[src/design/cxr_div_pipe.sv]
// Pipelined restoring divider, one quotient bit per stage.
// Requires dividend >> QUO_W to be below the divisor. No dependencies.
module cxr_div_pipe #(
  parameter int DVD_W = 32,
  parameter int DVS_W = 16,
  parameter int QUO_W = 23
) (
  input  logic             clk,
  input  logic             en,
  input  logic [DVD_W-1:0] dividend,
  input  logic [DVS_W-1:0] divisor,
  output logic [QUO_W-1:0] quotient
);

  logic [DVS_W-1:0] rem_r [QUO_W];
  logic [QUO_W-1:0] low_r [QUO_W];
  logic [QUO_W-1:0] quo_r [QUO_W];
  logic [DVS_W-1:0] dvs_r [QUO_W];

  for (genvar i = 0; i < QUO_W; i++) begin : g_stage
    logic [DVS_W-1:0] rem_in;
    logic [QUO_W-1:0] low_in;
    logic [QUO_W-1:0] quo_in;
    logic [DVS_W-1:0] dvs_in;
    logic [DVS_W:0]   trial;
    logic             ge;

    if (i == 0) begin : g_first
      assign rem_in = DVS_W'(dividend[DVD_W-1:QUO_W]);
      assign low_in = dividend[QUO_W-1:0];
      assign quo_in = '0;
      assign dvs_in = divisor;
    end else begin : g_next
      assign rem_in = rem_r[i-1];
      assign low_in = low_r[i-1];
      assign quo_in = quo_r[i-1];
      assign dvs_in = dvs_r[i-1];
    end

    assign trial = {rem_in, low_in[QUO_W-1-i]};
    assign ge    = trial >= {1'b0, dvs_in};

    always_ff @(posedge clk) begin
      if (en) begin
        rem_r[i] <= ge ? DVS_W'(trial - {1'b0, dvs_in}) : DVS_W'(trial);
        low_r[i] <= low_in;
        quo_r[i] <= {quo_in[QUO_W-2:0], ge};
        dvs_r[i] <= dvs_in;
      end
    end
  end

  assign quotient = quo_r[QUO_W-1];

endmodule

[config.mk]
export PLATFORM = sky130hd
export DESIGN_NAME = cxr_div_pipe
export DESIGN_NICKNAME = d
export VERILOG_FILES = /design/src/design/cxr_div_pipe.sv
export SDC_FILE = /design/constraint.sdc
export NUM_CORES = 2
export LEC_CHECK = 0
export ABC_AREA = 1
export BUFFER_PORTS_ARGS = -buffer_cell sky130_fd_sc_hd__buf_2
export CELL_PAD_IN_SITES_DETAIL_PLACEMENT = 1
export CELL_PAD_IN_SITES_GLOBAL_PLACEMENT = 1
export CORE_MARGIN = 2
export CORE_UTILIZATION = 45
export DETAILED_ROUTE_END_ITERATION = 12
export PLACE_DENSITY_LB_ADDON = 0.1
export SLEW_MARGIN = 30
export SYNTH_ARGS = -nofsm -noshare
export SYNTH_HDL_FRONTEND = slang
export SYNTH_SLANG_ARGS = --single-unit
[constraint.sdc]
create_clock -name clk -period 2 [get_ports clk]
set_clock_uncertainty 0.2 [all_clocks]
set_input_delay 0.3 -clock clk [delete_from_list [all_inputs] [get_ports clk]]
set_output_delay 0.3 -clock clk [all_outputs]
set_load 0.01 [all_outputs]
* After elaboration in Yosys (flattened, before gate mapping) *
Memory sizes are Yosys's and may differ from the RTL's.
Cells that the tools add are included.

cells by class
  mux-type cells = 25
  magnitude comparators = 23
  add/sub/neg operators = 23

operator list
  cell              count
  $ge A17 B16 Y1    22
  $mux W16          23
  $sub A16 B16 Y16  22
  $ge A10 B16 Y1    1
  $sub A10 B16 Y16  1
  $mux W1           2

word-level totals
  memories = 4
  flip-flop bits (word level) = 0
  bits of input ports = 50
  memory bits (writable) = 1794
  output and inout bits = 23

memories
  name   words  bits a word  read ports  clocked after Yosys merged registers in  wr ports  RTL line  source
  low_r  23     23           22          0                                        23        16        logic [QUO_W-1:0] low_r [QUO_W];
  quo_r  23     23           23          0                                        23        17        logic [QUO_W-1:0] quo_r [QUO_W];
  dvs_r  23     16           22          0                                        23        18        logic [DVS_W-1:0] dvs_r [QUO_W];
  rem_r  23     16           22          0                                        23        15        logic [DVS_W-1:0] rem_r [QUO_W];

* Logic depth before layout (Yosys ltp) *
An unclocked memory read counts as a cell.

  word-level depth = 3
  mapped depth = 15

* Least setup slack after synthesis *
OpenSTA, ideal clock, no wires.

  kind = input to register
  start point = input dividend[22]
  end point = memory rem_r[0][0] (data pin)
  path slack = -148 ps
  library setup time = 253 ps
  stages = 11
  buffers on the path = 1
  data arrival time = 1695 ps
  cell sequence = inv_1 > ha_1 > fa_1 > nand3b_1 > nand2_1 > nand2_1 > nand3_1 > nand2_1 > buf_2 > nand4_1 > nand2_1

RTL lines
  what                RTL line  source
  start: declaration  10        input logic [DVD_W-1:0] dividend,
  end: declaration    15

==> qor.yml <==
route:
  drc_errors: 0
  wl_um: 371000
  route.antenna.remaining_nets: 0
  first_iter_violations: 7060
  via_per_inst: 6.05
  drt-pass1-iter-count: 6
  num_vias: 71800
  post_drt_wl_per_cell_um: 31.3
global_routing:
  overflow: 0
  grt.total_usage: 0.330
  antenna_found_initial: 21
  grt_pass1_wl_um: 387000
  grt_max_degree: 65
  grt_pass1_vias: 67400
clocking:
  clock_latency_ns: 0.86
  cts_tree: "built"
  numCtsBuffers: 139
  cts_root_buf: "clkbuf_16"
  cts_buffer_depth: 3
  htreeDepth: 4
  clk_pin_slew_ns: 0.07
  clock-sinks: 1233
setup_path:
  worstSetupPathType: "flop to flop"
  required_ns: 2.37
  critical_path.max_stage_delay_ns: 0.70
  slowest_stage: "edfxtp_1"
  cp_data_arrival_time_ns: 3.40
  startpoint_type: "flop"
  r2r_cells: 13
  worst-path-max-fanout: 4
  crit_chain: "inv_2 -> ha_4 -> nand2_1 -> nand2_1 -> buf_4 -> nand2_1 -> nand2_1 -> inv_1 -> nand3_1 -> nand2_1 -> nand2_1 -> nand2_4 -> nand2_4"
  endpoint_kind: "flop"
  cpMostUsedCell: "nand2_1"
placed_design:
  place_ws_ns: -0.821
  place_inst: 10800
  dpl.hpwl_um: 159000
  port_buffers: 72
  placed_cell_area_um2: 83600
  gp_congestion: 0.890
layout:
  layout_commonest_cell: "buf_4"
  nets: 10300
  post-route-util: 0.718
  final_cells: 11900
  drive_gt1_frac: 0.505
  stdcell_area_um2: 106000
  final_cell_mix: "buf_4, nand2_1, edfxtp_1"
  area_growth_pct: 58.7
timing:
  rsz0062_at_grt: "yes"
  fin_crit_sh: 1.52
  timing.final.ws_setup_ns: -1.03
  maxSlewHeadroom: 0.596
  finalSetupViolCount: 375
  period_needed_ns: 3.03
  worst_slew_pin_slew_ns: 0.606
  fmax_mhz: 330
  hold_violations: 0
  drv_slew: 0
logic_synthesis:
  synth_seq_area_share: 0.555
  synth_seq_cells: 1233
  synth_edf_count: 1233
  async_flop_share: 0
  synth_area_um2: 66800
  synth_ff_type: "edfxtp_1"
  synth.distinct_cells: 43
  avgSynthCellArea_um2: 9.16
  synthesis.nets: 7721
  synthCells: 7287
  yosysWarnings: 0
job:
  drv_cap: 0
run_status:
  status: "finished with violations"
  violations: "setup timing"
power_and_ir_drop:
  ir_worst_vdd_mv: 1.07
  powerDensity_nw_per_um2: 1690
  p_leak_uw: 0.0497
min_path:
  hold_depth: 2
  hp-class: "input pin to flop"
die:
  die_area_um2: 151000
  rows: 141
  start_util: 0.453
  die_x_um: 389
  die_y_um: 389
  core_um2: 147000
  io_pins: 73
critical path: cells and delay by family (launching register included):
kind                     cells  cell delay [ns]
AND/OR/NAND/NOR              9             1.15
flip-flops                   1             0.70
buffers and inverters        3             0.42
adder cells (fa/ha/maj)      1             0.27
through the flow:
step	total power [uW]	setup TNS [ns]	hold slack (ns)
2_1_floorplan	73200	-3.63	0.199
3_3_place_gp	100000	-95.53	0.200
3_5_place_dp	103000	-118.26	0.205
4_1_cts	142000	-74.60	0.00268
5_1_grt	183000	-196.59	0.00370
6_report	179000	-188.17	0.00435
cells by family (layout without fill, tap and decap cells):
group | Yosys count | count (layout) | synth area share
buf+inv | 1460 | 4072 | 0.0875
xor+xnor | 136 | 136 | 0.0178
other cells | 0 | 2 | 0
simple gates | 3821 | 3854 | 0.245
flops | 1233 | 1233 | 0.555
compound gates | 253 | 253 | 0.0202
fa+ha+maj | 384 | 384 | 0.0744
power breakdown:
part / internal, uW / switching [uW] / total [uW] / leakage (uW)
logic: 46200 / 64800 / 111000 / 0.0355
clock network: 14300 / 12900 / 27200 / 0.00212
registers: 35600 / 5520 / 41100 / 0.0121
total: 96000 / 83300 / 179000 / 0.0497
worst paths after layout:
| path | slack [ns] | endpoint | start |
|---|---|---|---|
| min | 0.004 | low_r[0][18]$_DFFE_PP_ | dividend[18] |
| max | -1.03 | rem_r[1][123]$_DFFE_PP_ | dvs_r[1][104]$_DFFE_PP_ |
| min reg2reg | 0.22 | low_r[1][6]$_DFFE_PP_ | low_r[0][6]$_DFFE_PP_ |
| max reg2reg | -1.03 | rem_r[1][123]$_DFFE_PP_ | dvs_r[1][104]$_DFFE_PP_ |
cell usage after synthesis, types with 3 or more instances:
cell	count	area share
nand2_1	2611	0.15
inv_1	1362	0.077
edfxtp_1	1233	0.55
nand3_1	530	0.040
ha_1	362	0.068
nor2_1	268	0.015
a21oi_1	199	0.015
nand4_1	106	0.0099
xor2_1	103	0.014
nor3_1	65	0.0049
nand3b_1	59	0.0066
nand2_2	45	0.0042
nand3_2	33	0.0049
xnor2_1	33	0.0043
buf_2	31	0.0023
buf_6	26	0.0044
fa_1	22	0.0066
inv_2	19	0.0011
nand2_4	18	0.0030
o21ai_0	17	0.0013
or2_2	17	0.0016
nor2_2	16	0.0015
nor2_4	16	0.0027
o21a_1	15	0.0017
and2_1	13	0.0012
o21bai_1	12	0.0013
buf_4	11	0.0012
and3_1	10	0.00094
clkbuf_2	6	0.00045
o21ai_1	6	0.00045
nor4_2	5	0.00094
buf_12	4	0.0012
nor3_2	3	0.00045
cell type report:
type	count	area (um2)
clock inverter	85	790
timing repair buffer	2444	20500
inverter	1381	5250
multi-input combinational	4627	36400
antenna	2	5.00
fill	15400	41500
tap	1930	2410
sequential	1233	37000
clock buffer	160	3580
timing repair inverter	2	18.8
sequential cells by signal (all words and copies together) (netlist names):
register,cells
dvs_r,352
quo_r,276
low_r,253
rem_r,352
timing repair:
item / 4_1_cts / 5_1_grt
endpoints found under the setup margin: 358 / 376
pin swaps: 392 / 680
hold buffers: 69 / 2
resized for setup: 1107 / 1715
setup buffers: 366 / 370
cloned: 34 / 24
hold endpoints to repair: 406 / 2
layer usage:
layer / track usage / routed length (um) / share of wire
met5: 0 / 120 / 0.00032
met4: 0.155 / 40300 / 0.11
met3: 0.0456 / 32300 / 0.087
met2: 0.614 / 179000 / 0.48
met1: 0.371 / 120000 / 0.32
(Power assumes the default switching activity.)
