$ cat src/design/cxr_icbrt_pipe.sv
// Pipelined floor cube root, one root bit per stage; the square of the
// partial root is tracked so no stage needs a multiplier. No dependencies.
module cxr_icbrt_pipe #(
  parameter int ROOT_W = 19
) (
  input  logic                  clk,
  input  logic                  en,
  input  logic [3*ROOT_W-1:0]   radicand,
  output logic [ROOT_W-1:0]     root
);

  localparam int SQ_W  = 2 * ROOT_W;
  localparam int REM_W = 2 * ROOT_W + 2;
  localparam int W     = REM_W + 3;

  logic [REM_W-1:0]    rem_r  [ROOT_W];
  logic [ROOT_W-1:0]   root_r [ROOT_W];
  logic [SQ_W-1:0]     sq_r   [ROOT_W];
  logic [3*ROOT_W-1:0] rad_r  [ROOT_W];

  for (genvar i = 0; i < ROOT_W; i++) begin : g_stage
    logic [REM_W-1:0]    rem_in;
    logic [ROOT_W-1:0]   root_in;
    logic [SQ_W-1:0]     sq_in;
    logic [3*ROOT_W-1:0] rad_in;
    logic [W-1:0]        sh;
    logic [W-1:0]        t;
    logic [W-1:0]        step;
    logic [W-1:0]        sq_up;
    logic                ge;

    if (i == 0) begin : g_first
      assign rem_in  = '0;
      assign root_in = '0;
      assign sq_in   = '0;
      assign rad_in  = radicand;
    end else begin : g_next
      assign rem_in  = rem_r[i-1];
      assign root_in = root_r[i-1];
      assign sq_in   = sq_r[i-1];
      assign rad_in  = rad_r[i-1];
    end

    // (2y+1)^3 - (2y)^3 = 3 * (4y^2 + 2y) + 1
    assign sh    = {rem_in, rad_in[3*(ROOT_W-1-i) +: 3]};
    assign t     = W'({sq_in, 2'b00}) + W'({root_in, 1'b0});
    assign step  = t + (t << 1) + W'(1);
    assign sq_up = W'({sq_in, 2'b00}) + W'({root_in, 2'b00}) + W'(1);
    assign ge    = sh >= step;

    always_ff @(posedge clk) begin
      if (en) begin
        rem_r[i]  <= ge ? REM_W'(sh - step) : REM_W'(sh);
        root_r[i] <= {root_in[ROOT_W-2:0], ge};
        sq_r[i]   <= ge ? SQ_W'(sq_up) : SQ_W'({sq_in, 2'b00});
        rad_r[i]  <= rad_in;
      end
    end
  end

  assign root = root_r[ROOT_W-1];

endmodule

$ cat config.mk
export PLATFORM = sky130hd
export DESIGN_NAME = cxr_icbrt_pipe
export DESIGN_NICKNAME = d
export VERILOG_FILES = /design/src/design/cxr_icbrt_pipe.sv
export SDC_FILE = /design/constraint.sdc
export NUM_CORES = 2
export LEC_CHECK = 0
export BUFFER_PORTS_ARGS = -buffer_cell sky130_fd_sc_hd__buf_2
export CORE_ASPECT_RATIO = 0.5
export CORE_MARGIN = 8
export CORE_UTILIZATION = 45
export DETAILED_ROUTE_END_ITERATION = 6
export PLACE_DENSITY = 0.63
export SYNTH_ARGS = -nofsm -noshare
export SYNTH_HDL_FRONTEND = slang
export SYNTH_SLANG_ARGS = --single-unit
$ cat constraint.sdc
create_clock -name clk -period 8 [get_ports clk]
set_input_delay 0.4 -clock clk [delete_from_list [all_inputs] [get_ports clk]]
set_output_delay 0.4 -clock clk [all_outputs]
set_load 0.1 [all_outputs]
======== Yosys cells after proc, flatten, opt, wreduce, memory -nomap -nowiden ========
Memories as Yosys holds them, arrays and structs flattened.
Index checks and enable logic that the tools add are counted.
storage, ports and cells
  register bits ........................... 0
  bits in writable memories ............... 2926
  input bits .............................. 59
  output and inout port bits .............. 19
  logic and storage cells ................. 172
  memories kept ........................... 4
memory list
  memory  depth  bits a word  rd ports  clocked after memory_dff  wr ports  line  RTL
  rad_r   19     57           18        0                         19        19    logic [3*ROOT_W-1:0] rad_r [ROOT_W];
  rem_r   19     40           18        0                         19        16    logic [REM_W-1:0] rem_r [ROOT_W];
  sq_r    19     38           18        0                         19        18    logic [SQ_W-1:0] sq_r [ROOT_W];
  root_r  19     19           19        0                         19        17    logic [ROOT_W-1:0] root_r [ROOT_W];
cells by class
  add/subtract/negate cells ............... 109
  magnitude comparators ................... 19
  multiplexer cells ....................... 40
operators by type and width
  operator               count
  $add 41x42->43         18
  $add 43x1->43 const B  18
  $ge 43x43->1           18
  $mux 40                19
  $add 40x20->41         18
  $sub 40x40->40         18
  $add 38x1->38 const B  18
  $add 38x21->38         18
  $mux 38                18
  $sub 3x1->4 const B    1
  $ge 3x1->1 const B     1
  $mux 1                 3

======== Logic depth before layout (Yosys ltp) ========
An unclocked memory read counts as a cell.
  depth in word-level cells ............... 6
  gate-level depth with buffers ........... 41
  mapped depth without buffers ............ 37

======== Least setup slack after synthesis ========
Ideal clock, no wire load.
  path kind ............................... register to register
  from .................................... mem root_r[12][1]
  to ...................................... mem sq_r[13][2] (netlist name) (data pin)
  library setup time ...................... 0.260 ns
  arrival ................................. 7.274 ns
  required time ........................... 7.740 ns
  path slack .............................. 0.466 ns
  cell stages (with the launch flop) ...... 37
  buffers on the path ..................... 3
  period minus slack after synthesis ...... 7.534 ns
  cell sequence ........................... edfxtp_1 -> ha_1 -> ha_1 -> a21o_1 -> a21oi_1 -> o21bai_1 -> a21o_1 -> a21oi_1 -> o21ai_0 -> o41ai_1 -> nor2_1 -> and3_1 -> clkbuf_1 -> xor2_1 -> ha_1 -> a21o_1 -> a21oi_1 -> nor2_1 -> a311o_1 -> a221o_1 -> a31oi_1 -> nor2b_1 -> o21ai_0 -> nand2b_1 -> xnor2_1 -> ha_1 -> a21o_1 -> a21o_1 -> a21oi_1 -> o31ai_1 -> a31oi_1 -> o21a_1 -> o41ai_1 -> a41oi_1 -> clkbuf_1 -> clkbuf_1 -> mux2_2
RTL lines
  what         line
  from (decl)  17
  to (decl)    18

==> impl_metrics.ini <==
[run_status]
status = finished, violations left
violations = DRC

[synth]
syn_inst = 12613
ys_warn_count = 0
synth_edf_count = 1788
async_reset_ff_frac = 0
syn_avg_cell_area_um2 = 10.2
ys.flop_type = edfxtp_1
ys_seq_area_frac = 0.419
ys_seq_elements = 1788
syn_area_um2 = 128000
synth_cell_types = 91
syn_nets = 14024

[clock_network]
clock_sink_count = 1788
root_buffer = clkbuf_16
cts_buffers = 183
clkTransAtPathRegs_ns = 0.07
worst_skew_pair.late_latency_ns = 0.91
clock_path_buffers = 4
htree_levels = 4
cts_tree = yes

[setup_path]
slowest_stage = o41a_1
endpoint_kind = register
critPathTopFamily = compound AO/OA/AOI/OAI gates
path_max_fanout = 10
worst_path_largest_cell_delay_ns = 0.45
crit_type = reg2reg
worstPathArrival_ns = 8.15
cp_common_cell = a21o_1
start_kind = register
worst_ep_required_time_ns = 8.54
crit_buf_inv = 4

[routing]
viasPerCell = 5.57
drtIter0Drc = 5358
route.layer.met1.wl_mm = 135
top_layer = met4
drcViolationCount = 4
wl_met3_mm = 10.6
drt-total-wl_mm = 312
dr.pass1.iters = 7
wl_per_cell_um = 18.3
via_count = 95025
wl_met2_mm = 154
ant_nets = 0

[sta]
slew_violations = 0
max_clock_freq_ghz = 0.131
rsz0062_at_grt = yes
fin_worst_skew_ns = 0.122
relSlewSlack = 0.251
min_period_ns = 7.62
fin_crit_sh = 0.952
setup_viol = 0
finalHoldViolCount = 0
worstMarginPinSlew_ns = 1.09

[grt]
antenna_found_initial = 1
grt_usage = 0.197
grt_pass1_vias = 94802
grt_max_degree = 190
grt_first_pass_wirelength_mm = 493
grt_overflow = 0

[run]
maxCapViolCount = 0

[final_layout]
layout-drive-gt1-share = 0.0865
fillers = 25636
final_util = 0.507
finalNetCount = 14563
syn2layout_area_growth_pct = 11.9

[floorplan]
dieHeight_um = 393
rows = 138
core_area_um2 = 283000
ioPinCount = 78
dieArea_um2 = 303000
initial_core_util = 0.453
die_x_um = 771

[place]
gp_congestion = 0.927
port_buffers = 77
dpl.hpwl_mm = 246

[hold_path]
min_path_type = in2reg
-- final timing paths --
| check | start | to | slack [ns] | cells after the start |
|---|---|---|---|---|
| worst max-delay path | root_r[15][3]$_DFFE_PP_ | sq_r[16][19]$_DFFE_PP_ | 0.38 | 35 |
| worst min-delay path | radicand[1] | rad_r[0][1]$_DFFE_PP_ | 0.21 | 2 |
| worst max register to register | root_r[15][3]$_DFFE_PP_ | sq_r[16][19]$_DFFE_PP_ | 0.38 | 35 |
| worst min register to register | rad_r[5][8]$_DFFE_PP_ | rad_r[6][8]$_DFFE_PP_ | 0.36 | 0 |
-- kinds of logic (layout without fill, tap and decap cells) --
family / count (synthesis) / in the layout / share of synthesized area
flip-flops: 1788 / 1788 / 0.419
adder cells (fa/ha/maj): 1352 / 1352 / 0.134
multiplexers: 107 / 107 / 0.00937
buffers and inverters: 674 / 1348 / 0.0200
other: 0 / 4 / 0
XOR/XNOR: 1720 / 1720 / 0.118
AND/OR/NAND/NOR: 3552 / 3552 / 0.134
AO/OA/AOI/OAI: 3420 / 3421 / 0.166
-- sequential cells by signal, summed over array words and instances, names as in the netlist --
register  flops
sq_r        419
rad_r       513
rem_r       666
root_r      190
-- routing by layer --
metal	GRT usage	up-vias
met5	0	-
met4	0.0700	0
met3	0.0213	570
met2	0.360	1752
met1	0.240	44763
li1	-	47940
-- layout make-up --
class,count,area [µm²],area share
Sequential cell,1788,53700,0.374
Clock inverter,108,1240,0.00867
Timing Repair Buffer,628,5080,0.0354
Clock buffer,213,4710,0.0329
Multi-Input combinational cell,10152,72500,0.505
Antenna cell,4,10.0,0.0000698
Tap cell,3780,4730,0.0330
Inverter,399,1500,0.0104
-- through the flow --
step / hold slack [ns] / setup TNS [ns] / instance area, µm² / std cells / setup slack, ns
after floorplan: 0.400 / 0 / 128000 / 12613 / 0.466
after global placement: 0.400 / -12.09 / 136000 / 16659 / -0.462
after detailed placement: 0.405 / -16.46 / 136000 / 16659 / -0.362
after CTS: 0.123 / 0 / 143000 / 17042 / 0.000107
after global routing: 0.171 / -0.0971 / 143000 / 17070 / -0.0293
final: 0.209 / 0 / 143000 / 17072 / 0.381
-- worst register-to-register path, delay by kind of cell, from the launching register on --
family                   cells  cell delay [ns]
AO/OA/AOI/OAI               19             3.50
XOR/XNOR                     3             0.39
adder cells (fa/ha/maj)      3             0.91
buffers and inverters        4             0.69
flip-flops                   1             0.43
AND/OR/NAND/NOR              6             1.33
-- synthesized netlist by cell type (231+ instances only) --
| master | count | area share |
|---|---|---|
| ha_1 | 1318 | 0.13 |
| o21ai_0 | 780 | 0.030 |
| nor2_1 | 801 | 0.023 |
| edfxtp_1 | 1788 | 0.42 |
| clkbuf_1 | 231 | 0.0068 |
| xnor2_1 | 1010 | 0.069 |
| a21o_1 | 582 | 0.034 |
| xor2_1 | 710 | 0.049 |
| a21oi_1 | 1080 | 0.042 |
| nand3_1 | 320 | 0.012 |
| inv_1 | 398 | 0.012 |
| nand2_1 | 1071 | 0.031 |
-- timing repair --
item                                    CTS  global route
hold buffers                             59             0
cloned                                    0             2
pin swaps                                 1            18
resized for setup                        22           116
endpoints found under the hold margin    78             0
endpoints found under the setup margin  246           551
buffers inserted                          3            24
-- placed cells by master, fill, tap and decap left out, types with 105 or more instances in the layout --
cell type | Yosys | final
edfxtp_1 | 1788 | 1788
ha_1 | 1318 | 1311
nand2_1 | 1071 | 1068
a21oi_1 | 1080 | 1059
xnor2_1 | 1010 | 1006
nor2_1 | 801 | 798
o21ai_0 | 780 | 753
xor2_1 | 710 | 710
a21o_1 | 582 | 580
buf_4 | 0 | 457
inv_1 | 398 | 397
nand3_1 | 320 | 318
nor3_1 | 228 | 221
nand4_1 | 221 | 221
o21bai_1 | 198 | 198
clkbuf_16 | 0 | 185
nand2b_1 | 175 | 175
and3_1 | 172 | 171
o21a_1 | 151 | 148
nor2b_1 | 147 | 147
a31oi_1 | 114 | 105
Power is not shown: default switching activity piles up to over one toggle a cycle in this logic, so the estimate is an artifact.
