<file path="config.mk">
export PLATFORM = sky130hd
export DESIGN_NAME = cxr_isqrt_pipe
export DESIGN_NICKNAME = d
export VERILOG_FILES = /design/src/design/cxr_isqrt_pipe.sv
export SDC_FILE = /design/constraint.sdc
export NUM_CORES = 1
export LEC_CHECK = 0
export ABC_AREA = 0
export BUFFER_PORTS_ARGS = -buffer_cell sky130_fd_sc_hd__buf_2
export CORE_MARGIN = 8
export CORE_UTILIZATION = 35
export DETAILED_ROUTE_END_ITERATION = 12
export MAX_ROUTING_LAYER = met4
export SLEW_MARGIN = 25
export SYNTH_ARGS = -nofsm -noshare
export SYNTH_HDL_FRONTEND = slang
export SYNTH_SLANG_ARGS = --single-unit
</file>
<file path="constraint.sdc">
create_clock -name clk -period 3.05 [get_ports clk]
set_input_delay 0.305 -clock clk [delete_from_list [all_inputs] [get_ports clk]]
set_output_delay 0.305 -clock clk [all_outputs]
set_load 0.01 [all_outputs]
</file>
<file path="src/design/cxr_isqrt_pipe.sv">
// Pipelined floor square root, one root bit per stage.
// No dependencies.
module cxr_isqrt_pipe #(
  parameter int ROOT_W = 20
) (
  input  logic                  clk,
  input  logic                  en,
  input  logic [2*ROOT_W-1:0]   radicand,
  output logic [ROOT_W-1:0]     root
);

  localparam int REM_W = ROOT_W + 2;
  localparam int SH_W  = REM_W + 2;

  logic [REM_W-1:0]    rem_r  [ROOT_W];
  logic [ROOT_W-1:0]   root_r [ROOT_W];
  logic [2*ROOT_W-1:0] rad_r  [ROOT_W];

  for (genvar i = 0; i < ROOT_W; i++) begin : g_stage
    logic [REM_W-1:0]    rem_in;
    logic [ROOT_W-1:0]   root_in;
    logic [2*ROOT_W-1:0] rad_in;
    logic [SH_W-1:0]     sh;
    logic [SH_W-1:0]     trial;
    logic                ge;

    if (i == 0) begin : g_first
      assign rem_in  = '0;
      assign root_in = '0;
      assign rad_in  = radicand;
    end else begin : g_next
      assign rem_in  = rem_r[i-1];
      assign root_in = root_r[i-1];
      assign rad_in  = rad_r[i-1];
    end

    assign sh    = {rem_in, rad_in[2*(ROOT_W-1-i) +: 2]};
    assign trial = SH_W'({root_in, 2'b01});
    assign ge    = sh >= trial;

    always_ff @(posedge clk) begin
      if (en) begin
        rem_r[i]  <= ge ? REM_W'(sh - trial) : REM_W'(sh);
        root_r[i] <= {root_in[ROOT_W-2:0], ge};
        rad_r[i]  <= rad_in;
      end
    end
  end

  assign root = root_r[ROOT_W-1];

endmodule

</file>
[Yosys cells after proc, flatten, opt, wreduce, memory -nomap -nowiden]
Memory sizes are Yosys's and may differ from the RTL's.
Cells that the tools add are included.
Cells by class
  mux-type cells: 22
  $add $sub $neg: 20
  magnitude comparators: 20
Operators with widths (number)
  $ge A24 B22 Y1: 19
  $mux W22: 20
  $sub A22 B22 Y22: 19
  $sub A2 B1 Y3 const B: 1
  $ge A2 B1 Y1 const B: 1
  $mux W1: 2
Storage, ports and cells
  memories kept: 3
  logic and storage cells: 65
  bits of input ports: 42
  output and inout bits: 20
  flip-flop bits (word level): 0
  bits in writable memories: 1640
Memory list
  rad_r: depth 20, bits a word 40, read ports 19, clocked after memory_dff 0, write ports 20, line 17  | logic [2*ROOT_W-1:0] rad_r [ROOT_W];
  rem_r: depth 20, bits a word 22, read ports 19, clocked after memory_dff 0, write ports 20, line 15  | logic [REM_W-1:0] rem_r [ROOT_W];
  root_r: depth 20, bits a word 20, read ports 20, clocked after memory_dff 0, write ports 20, line 16  | logic [ROOT_W-1:0] root_r [ROOT_W];

[Depth between registers and ports, before layout]
Gate-level depths: netlist of the first run.
An unclocked memory read counts as a cell.
  depth after elaboration: 3
  mapped depth: 13
  gate-level depth less buffers: 11

[Least setup slack after synthesis of the first run]
OpenSTA, ideal clock, no wires.
  path type: register to register
  start: mem rem_r[15][3] in the netlist's numbering
  end: mem rem_r[16][21] in the netlist's numbering (data pin)
  library setup time: 0.260 ns
  period minus slack after synthesis: 3.171 ns
  setup slack: -0.121 ns
  data required time: 2.790 ns
  data arrival time: 2.911 ns
  cell stages (with the launch flop): 10
  buffers on the path: 0
  path through: edfxtp_1 -> ha_1 -> a21oi_1 -> nor2b_1 -> o31ai_1 -> a21oi_1 -> a311o_1 -> a2111oi_0 -> o211ai_1 -> mux2_2
RTL lines (line)
  start, declared: 15

==> results of run 1 <==
## Yosys cell counts, types with 4 or more instances
library cell    n  area share [%]
mux2_2         35            0.87
inv_1         266             2.2
nor2_1        211             1.8
a21o_1         77             1.3
ha_1          231             6.4
a21oi_1       173             1.9
nor3_1         93             1.0
a2111oi_0       7            0.14
edfxtp_1      980              65
o41ai_1         4           0.078
a211oi_1       19            0.32
a31o_2          5           0.097
o31ai_1        25            0.42
o21a_1         55            0.92
nor4_1         46            0.64
xor2_1        150             2.9
buf_1           4           0.033
or2_2          19            0.26
o21bai_1       11            0.18
mux2i_1         9            0.20
xnor2_1       148             2.9
a21boi_0       10            0.17
o211ai_1       11            0.18
nand2_1       217             1.8
and3_1         12            0.17
nand2b_1       47            0.65
and2_1         11            0.15
nand3_1        51            0.57
nand4_1        30            0.42
o2111ai_1       4           0.078
nor2b_1        36            0.50
or3_1          28            0.39
a22o_1          4           0.078
o31a_1          8            0.16
a211o_1         6            0.12
nor4b_1         6            0.12
nor3b_1         6            0.10
or4_1          18            0.30
o21ai_0       183             2.0
and4_1          6            0.12
clkbuf_1       53            0.44
nand3b_1       17            0.28
a31oi_1        13            0.18
## kinds of logic after synthesis
group	count (synthesis)	synth area share, %
xor+xnor	298	5.79
flops	980	65.3
fa+ha+maj	231	6.41
mux	46	1.14
other cells	1	0.00832
simple gates	868	9.60
buf+inv	325	2.73
compound gates	645	9.00
## routing by layer
metal | vias to the layer above | track usage, %
met5 | - | -
met4 | 0 | 4.41
met3 | 162 | 2.09
met2 | 346 | 19.8
met1 | 12400 | 12.9
li1 | 13200 | -
## critical path, stage by stage (launching register included)
cell and delay, ns:
edfxtp_1 0.38, or4_4 0.54, or3_4 0.34, or4_4 0.43
or4_4 0.51, nand4b_4 0.28, nand4_4 0.22, nor3_2 0.07
xor2_1 0.14
## area by class of cell
cell class              instances  area (sq um)
clock buffers                 129          2820
repair buffers                282          2310
fillers                     11700         74700
inverters                     266           998
well taps                    1662          2080
flip-flops and latches        980         29400
clock inverters                70           668
multi-input cells            2089         14600
## what timing repair did
item / 4_1_cts / 5_1_grt
pin swaps: 2 / 12
setup buffers: 2 / 3
endpoints found under the setup margin: 32 / 91
endpoints found under the hold margin: 53 / 0
hold buffers: 42 / 0
gates resized for setup: 5 / 39
## worst max path at each step
stage	from	to	slack [ns]	cells after the start
detailed placement	rem_r[2][11]	rem_r[3][13]	-0.12	8
floorplan	rem_r[2][8]	rem_r[3][3]	-0.04	7
global placement	rem_r[2][11]	rem_r[3][13]	-0.1	8
global route	rem_r[2][9]	rem_r[3][19]	-0.24	8
finish	rem_r[2][9]	rem_r[3][19]	-0.13	8
CTS	rem_r[2][11]	rem_r[3][17]	-0.12	8
## where the power goes
part / internal, mW / switching, mW / total [mW]
Clock: 7.44 / 5.25 / 12.7
Combinational: 2.68 / 3.08 / 5.76
Sequential: 16.7 / 0.835 / 17.6
## stage by stage
step | cells | hold slack, ns | utilization (%)
global placement | 5232 | 0.400 | 38.2
detailed placement | 5232 | 0.405 | 38.2
floorplan | 3394 | 0.400 | -
global route | 5478 | 0.250 | 41.5
CTS | 5475 | 0.238 | 41.3
finish | 5478 | 0.317 | 41.5
## registers in the layout (all words and copies together), names as in the netlist
signal,cells
root_r,210
rad_r,380
rem_r,390
==> summary.txt, run 1 <==
Run status
  – Outcome: finished with violations
  – Failing checks: setup timing

Layout
  – Diodes inserted: 0
  – Commonest non-fill, non-tap cell in the layout: edfxtp_1
  – Area growth from synthesis to layout: 17.5%
  – Design area: 52900 sq um
  – Most frequent cells in the layout: edfxtp_1 (980), inv_1 (266), ha_1 (227)
  – Share of cells above drive strength 1: 13.2%
  – Layout Nets: 3999

Synthesis
  – Ys async rst share: 0%
  – Synthesized cell area: 45100 sq um
  – Number of flops mapped to enable cells by yosys: 980
  – Post-Synthesis Net Count: 3667
  – Synth unique cells: 76
  – Syn avg cell area: 13.3 sq um
  – Ys flop type: edfxtp_1
  – Cell count after synthesis: 3394
  – YS warnings: 0
  – Sequential element share of the synthesized area: 65.3%
  – #FFs+latches synth: 980

Setup path
  – Critical path required time: 3.49 ns
  – Worst EP arrival: 3.62 ns
  – Crit path max fanout: 7
  – R2R Setup Slk: -0.13 ns
  – Startpoint Class: register
  – Crit Path Class: register to register
  – Critical R2R Launch: rem_r[2][9]
  – Crit end category: register
  – Reg2reg path depth: 8
  – Reg-to-reg endpoint: rem_r[3][19]

STA
  – RSZ-0062 raised after global routing: true
  – Slew HR: 49.7%
  – Fin crit period: 3.18 ns
  – Clock Skews: 0.0528 ns
  – Setup_tns: -1.08 ns
  – Max Slew Vio Count: 0
  – Post-route setup slack: -0.131 ns
  – Slew of the pin with the lowest slew margin: 0.746 ns
  – # setup viols final: 14
  – Hold Vio Cnt, Final: 0
  – FMAX: 314 MHz
  – Fin crit share: 104%

Detailed routing
  – Met2 WL: 39.8 mm
  – Routed Antenna Nets: 0
  – Via/cell ratio: 4.77
  – Initial drt markers: 1250
  – DRC Markers: 0
  – DRT Pass-1 Iters: 5
  – Wl on met1: 34.1 mm
  – Per-cell routed wire length: 14.4 um
  – WL final: 79.1 mm
  – Vias: 26.1k
  – Met3 wire len: 2.67 mm
  – Max layer used: met4

Place
  – Port bufs: 61
  – Placer Congestion: 0.882
  – Post-DP Area: 48800 sq um
  – HPWL after DPL: 56.6 mm
  – Dpl ws: -0.116 ns

Hold path
  – WHS Path Cells: 2
  – Tightest Hold Check Type: input pin to register
  – Hold endpoint: rad_r[0][7]
  – Hold Path Origin: radicand[7]

Global route
  – Pin count of the biggest net entering global routing: 104
  – GRT Resource Usage Total: 11.3%
  – Via count of the first global-routing pass: 26.1k
  – Number of antenna violations at the first check in global routing: 0
  – Total grt overflow: 0
  – First-pass GRT wire length: 129 mm

CTS
  – H-Tree Depth: 3
  – CTS Sinks: 980
  – Clk buf depth: 3
  – Clock transition at path regs: 0.06 ns
  – Root Buffer: clkbuf_16
  – CTS buffer count: 107
  – Worst-skew pair later-pin latency: 0.71 ns
  – CTS tree: yes

Power
  – Leakage power: 20.4 nW
  – Final Power: 36.0 mW
  – VDD IR max: 0.000659 V
  – Power per Cell Area: 680 nW/um^2

Die
  – Num rows: 131
  – Initial Util: 35.3%
  – Die X: 375 um
  – I/O pins: 62
  – Die Ht: 375 um
  – Core area: 128000 sq um
  – Die area: 140000 sq um

Job
  – Max_cap viols: 0
(Power assumes the default switching activity.)
==> run 2, diff against run 1 <==
SETUP_SLACK_MARGIN = 0.15   (was unset)
==> summary.txt, run 2 (synthesis results as in run 1) <==
Setup path
  – Worst EP arrival: 3.55 ns (-0.07 ns)
  – Critical R2R Launch: rem_r[2][9]
  – R2R Setup Slk: -0.05 ns (+0.08 ns)
  – Startpoint Class: register
  – Crit-path cells: or4_4 -> or3_4 -> or4_4 -> or4_4 -> nand4b_4 -> nand4_4 -> nor4_2 -> xor2_1
  – CP peak stage delay: 0.54 ns (about the same)
  – Crit path max fanout: 7 (unchanged)
  – Reg-to-reg endpoint: rem_r[3][13]
  – Reg2reg path depth: 8 (unchanged)
  – Crit Path Class: register to register
  – Critical path required time: 3.50 ns (about the same)
  – Slowest library cell on the worst path: or4_4
  – Crit end category: register
  – Most used cell, CP: or4_4

Hold path
  – Tightest Hold Check Type: input pin to register
  – Hold endpoint: rad_r[0][14]
  – WHS Path Cells: 2 (unchanged)
  – Hold Path Origin: radicand[14]

Run status
  – Outcome: finished with violations
  – Failing checks: setup timing

CTS
  – CTS Sinks: 980 (unchanged)
  – Clk buf depth: 3 (unchanged)
  – CTS buffer count: 108 (+0.93%)
  – Worst-skew pair later-pin latency: 0.71 ns (about the same)
  – H-Tree Depth: 3 (unchanged)
  – CTS tree: yes
  – Clock transition at path regs: 0.06 ns (about the same)
  – Root Buffer: clkbuf_16

Detailed routing
  – Per-cell routed wire length: 14.5 um (+0.62%)
  – Vias: 26.2k (+0.15%)
  – WL final: 79.9 mm (+1.0%)
  – Routed Antenna Nets: 0 (unchanged)
  – DRC Markers: 0 (unchanged)
  – Initial drt markers: 1341 (+7.3%)
  – Via/cell ratio: 4.76 (-0.23%)
  – DRT Pass-1 Iters: 5 (unchanged)

Global route
  – Number of antenna violations at the first check in global routing: 1 (+1)
  – Via count of the first global-routing pass: 26.0k (-0.43%)
  – Total grt overflow: 0 (unchanged)
  – First-pass GRT wire length: 128 mm (-0.98%)
  – GRT Resource Usage Total: 11.2% (-0.099 points)
  – Pin count of the biggest net entering global routing: 98 (-5.8%)

Place
  – Inst Count DP: 5217 (-0.29%)
  – Placer Congestion: 0.822 (-6.8%)
  – Port bufs: 61 (unchanged)
  – HPWL after DPL: 55.9 mm (-1.2%)
  – Post-DP Area: 48700 sq um (-0.22%)

Power
  – Leakage power: 20.5 nW (+0.85%)
  – Power per Cell Area: 682 nW/um^2 (+0.21%)
  – VDD IR max: 0.000521 V (-21%)
  – Final Power: 36.6 mW (+1.7%)

Layout
  – Design area: 53700 sq um (+1.5%)
  – Share of cells above drive strength 1: 15.6% (+2.4 points)
  – Reg area: 29400 sq um (unchanged)
  – Most frequent cells in the layout: edfxtp_1 (980), inv_1 (260), nand2_1 (215)
  – Top reg by flops: rem_r
  – Fin cells: 5499 (+0.38%)
  – Top flop regs: rem_r: 390 flops, rad_r: 380 flops, root_r: 210 flops
  – Layout Nets: 4018 (+0.48%)
  – Max FFs per register: 390 (unchanged)
  – Fill cell count: 11.6k (-1.0%)
  – Commonest non-fill, non-tap cell in the layout: edfxtp_1
  – Multi-input logic area: 15100 sq um (+3.4%)
  – Area growth from synthesis to layout: 19.3%

STA
  – Fin crit share: 102% (-2.6 points)
  – Post-route setup slack: -0.0519 ns (+0.0791 ns)
  – Slew HR: 40.6% (-9.1 points)
  – Fin crit period: 3.10 ns (-0.0791 ns)
  – Slew of the pin with the lowest slew margin: 0.883 ns (+0.137 ns)
  – # setup viols final: 6 (-8)
  – RSZ-0062 raised after global routing: true
  – Setup_tns: -0.225 ns (+0.853 ns)
  – Hold Vio Cnt, Final: 0 (unchanged)
  – Max Slew Vio Count: 0 (unchanged)
  – Clock Skews: 0.0423 ns (-0.0105 ns)
  – FMAX: 322 MHz (+2.5%)

Die
  – Die X: 375 um (unchanged)
  – Die Ht: 375 um (unchanged)
  – Die area: 140000 sq um (unchanged)
  – I/O pins: 62 (unchanged)
  – Core area: 128000 sq um (unchanged)
  – Initial Util: 35.3% (unchanged)
  – Num rows: 131 (unchanged)

Job
  – Max_cap viols: 0 (unchanged)
==> run 2: cell count changes in the layout (fill, tap and decap cells not counted), moves of 6 or more <==
cell      before  now
a21oi_1      168  159
a21oi_2        5   12
buf_4        160  170
clkinv_1      26   20
ha_1         227  213
ha_4           1   15
inv_1        266  260
inv_2          0    6
o21ai_0      180  166
o21ai_1        2   14
==> run 2: through the flow <==
step	hold slack [ns]	utilization, %	setup slack, ns
floorplan	0.400	-	-0.0429
finish	0.295	42.1	-0.0519
global route	0.251	42.1	-0.140
CTS	0.207	41.5	-0.106
global placement	0.400	38.1	-0.108
detailed placement	0.405	38.1	-0.142
==> run 2: worst max-delay path by stage <==
stage                       from  cells past startpoint  slack (ns)            end
detailed placement  rem_r[15][1]                     10       -0.14  rem_r[16][17]
global route         rem_r[2][9]                      8       -0.14   rem_r[3][17]
floorplan            rem_r[2][8]                      7       -0.04    rem_r[3][3]
CTS                  rem_r[2][9]                      8       -0.11   rem_r[3][13]
finish               rem_r[2][9]                      8       -0.05   rem_r[3][13]
global placement    rem_r[15][1]                     10       -0.11  rem_r[16][17]
==> run 2: repair_timing <==
item                                    CTS  global route
endpoints found under the setup margin   70           180
gates cloned                              0             3
hold buffers                             42             0
endpoints found under the hold margin    63             0
pin swaps                                15            35
buffers inserted                          9            26
gates resized for setup                  36           108
==> run 2: area by class of cell <==
type	count	area share, %
sequential	980	54.8
multi-input combinational	2089	28.2
clock buffer	130	5.18
timing repair buffer	300	4.64
tap	1662	3.87
inverter	266	1.86
clock inverter	71	1.54
antenna	1	0.00466
==> run 2: power breakdown <==
part / switching (mW) / internal, mW
clock network: 5.29 / 7.73
registers: 0.866 / 16.7
logic: 3.19 / 2.83
==> run 2: layer usage <==
metal | vias to the layer above | global-route usage [%] | share of wire, %
met5 | - | - | 0
met4 | 0 | 4.84 | 3.5
met3 | 175 | 2.00 | 3.4
met2 | 345 | 19.2 | 49
met1 | 12400 | 13.0 | 44
li1 | 13300 | - | -
==> run 2: worst max-delay path: cells and delay by family, from the launching register on <==
kind | cells | cell delay (ns)
DFF | 1 | 0.39
and+or+nand+nor | 7 | 2.32
xor gates and xnor gates | 1 | 0.14
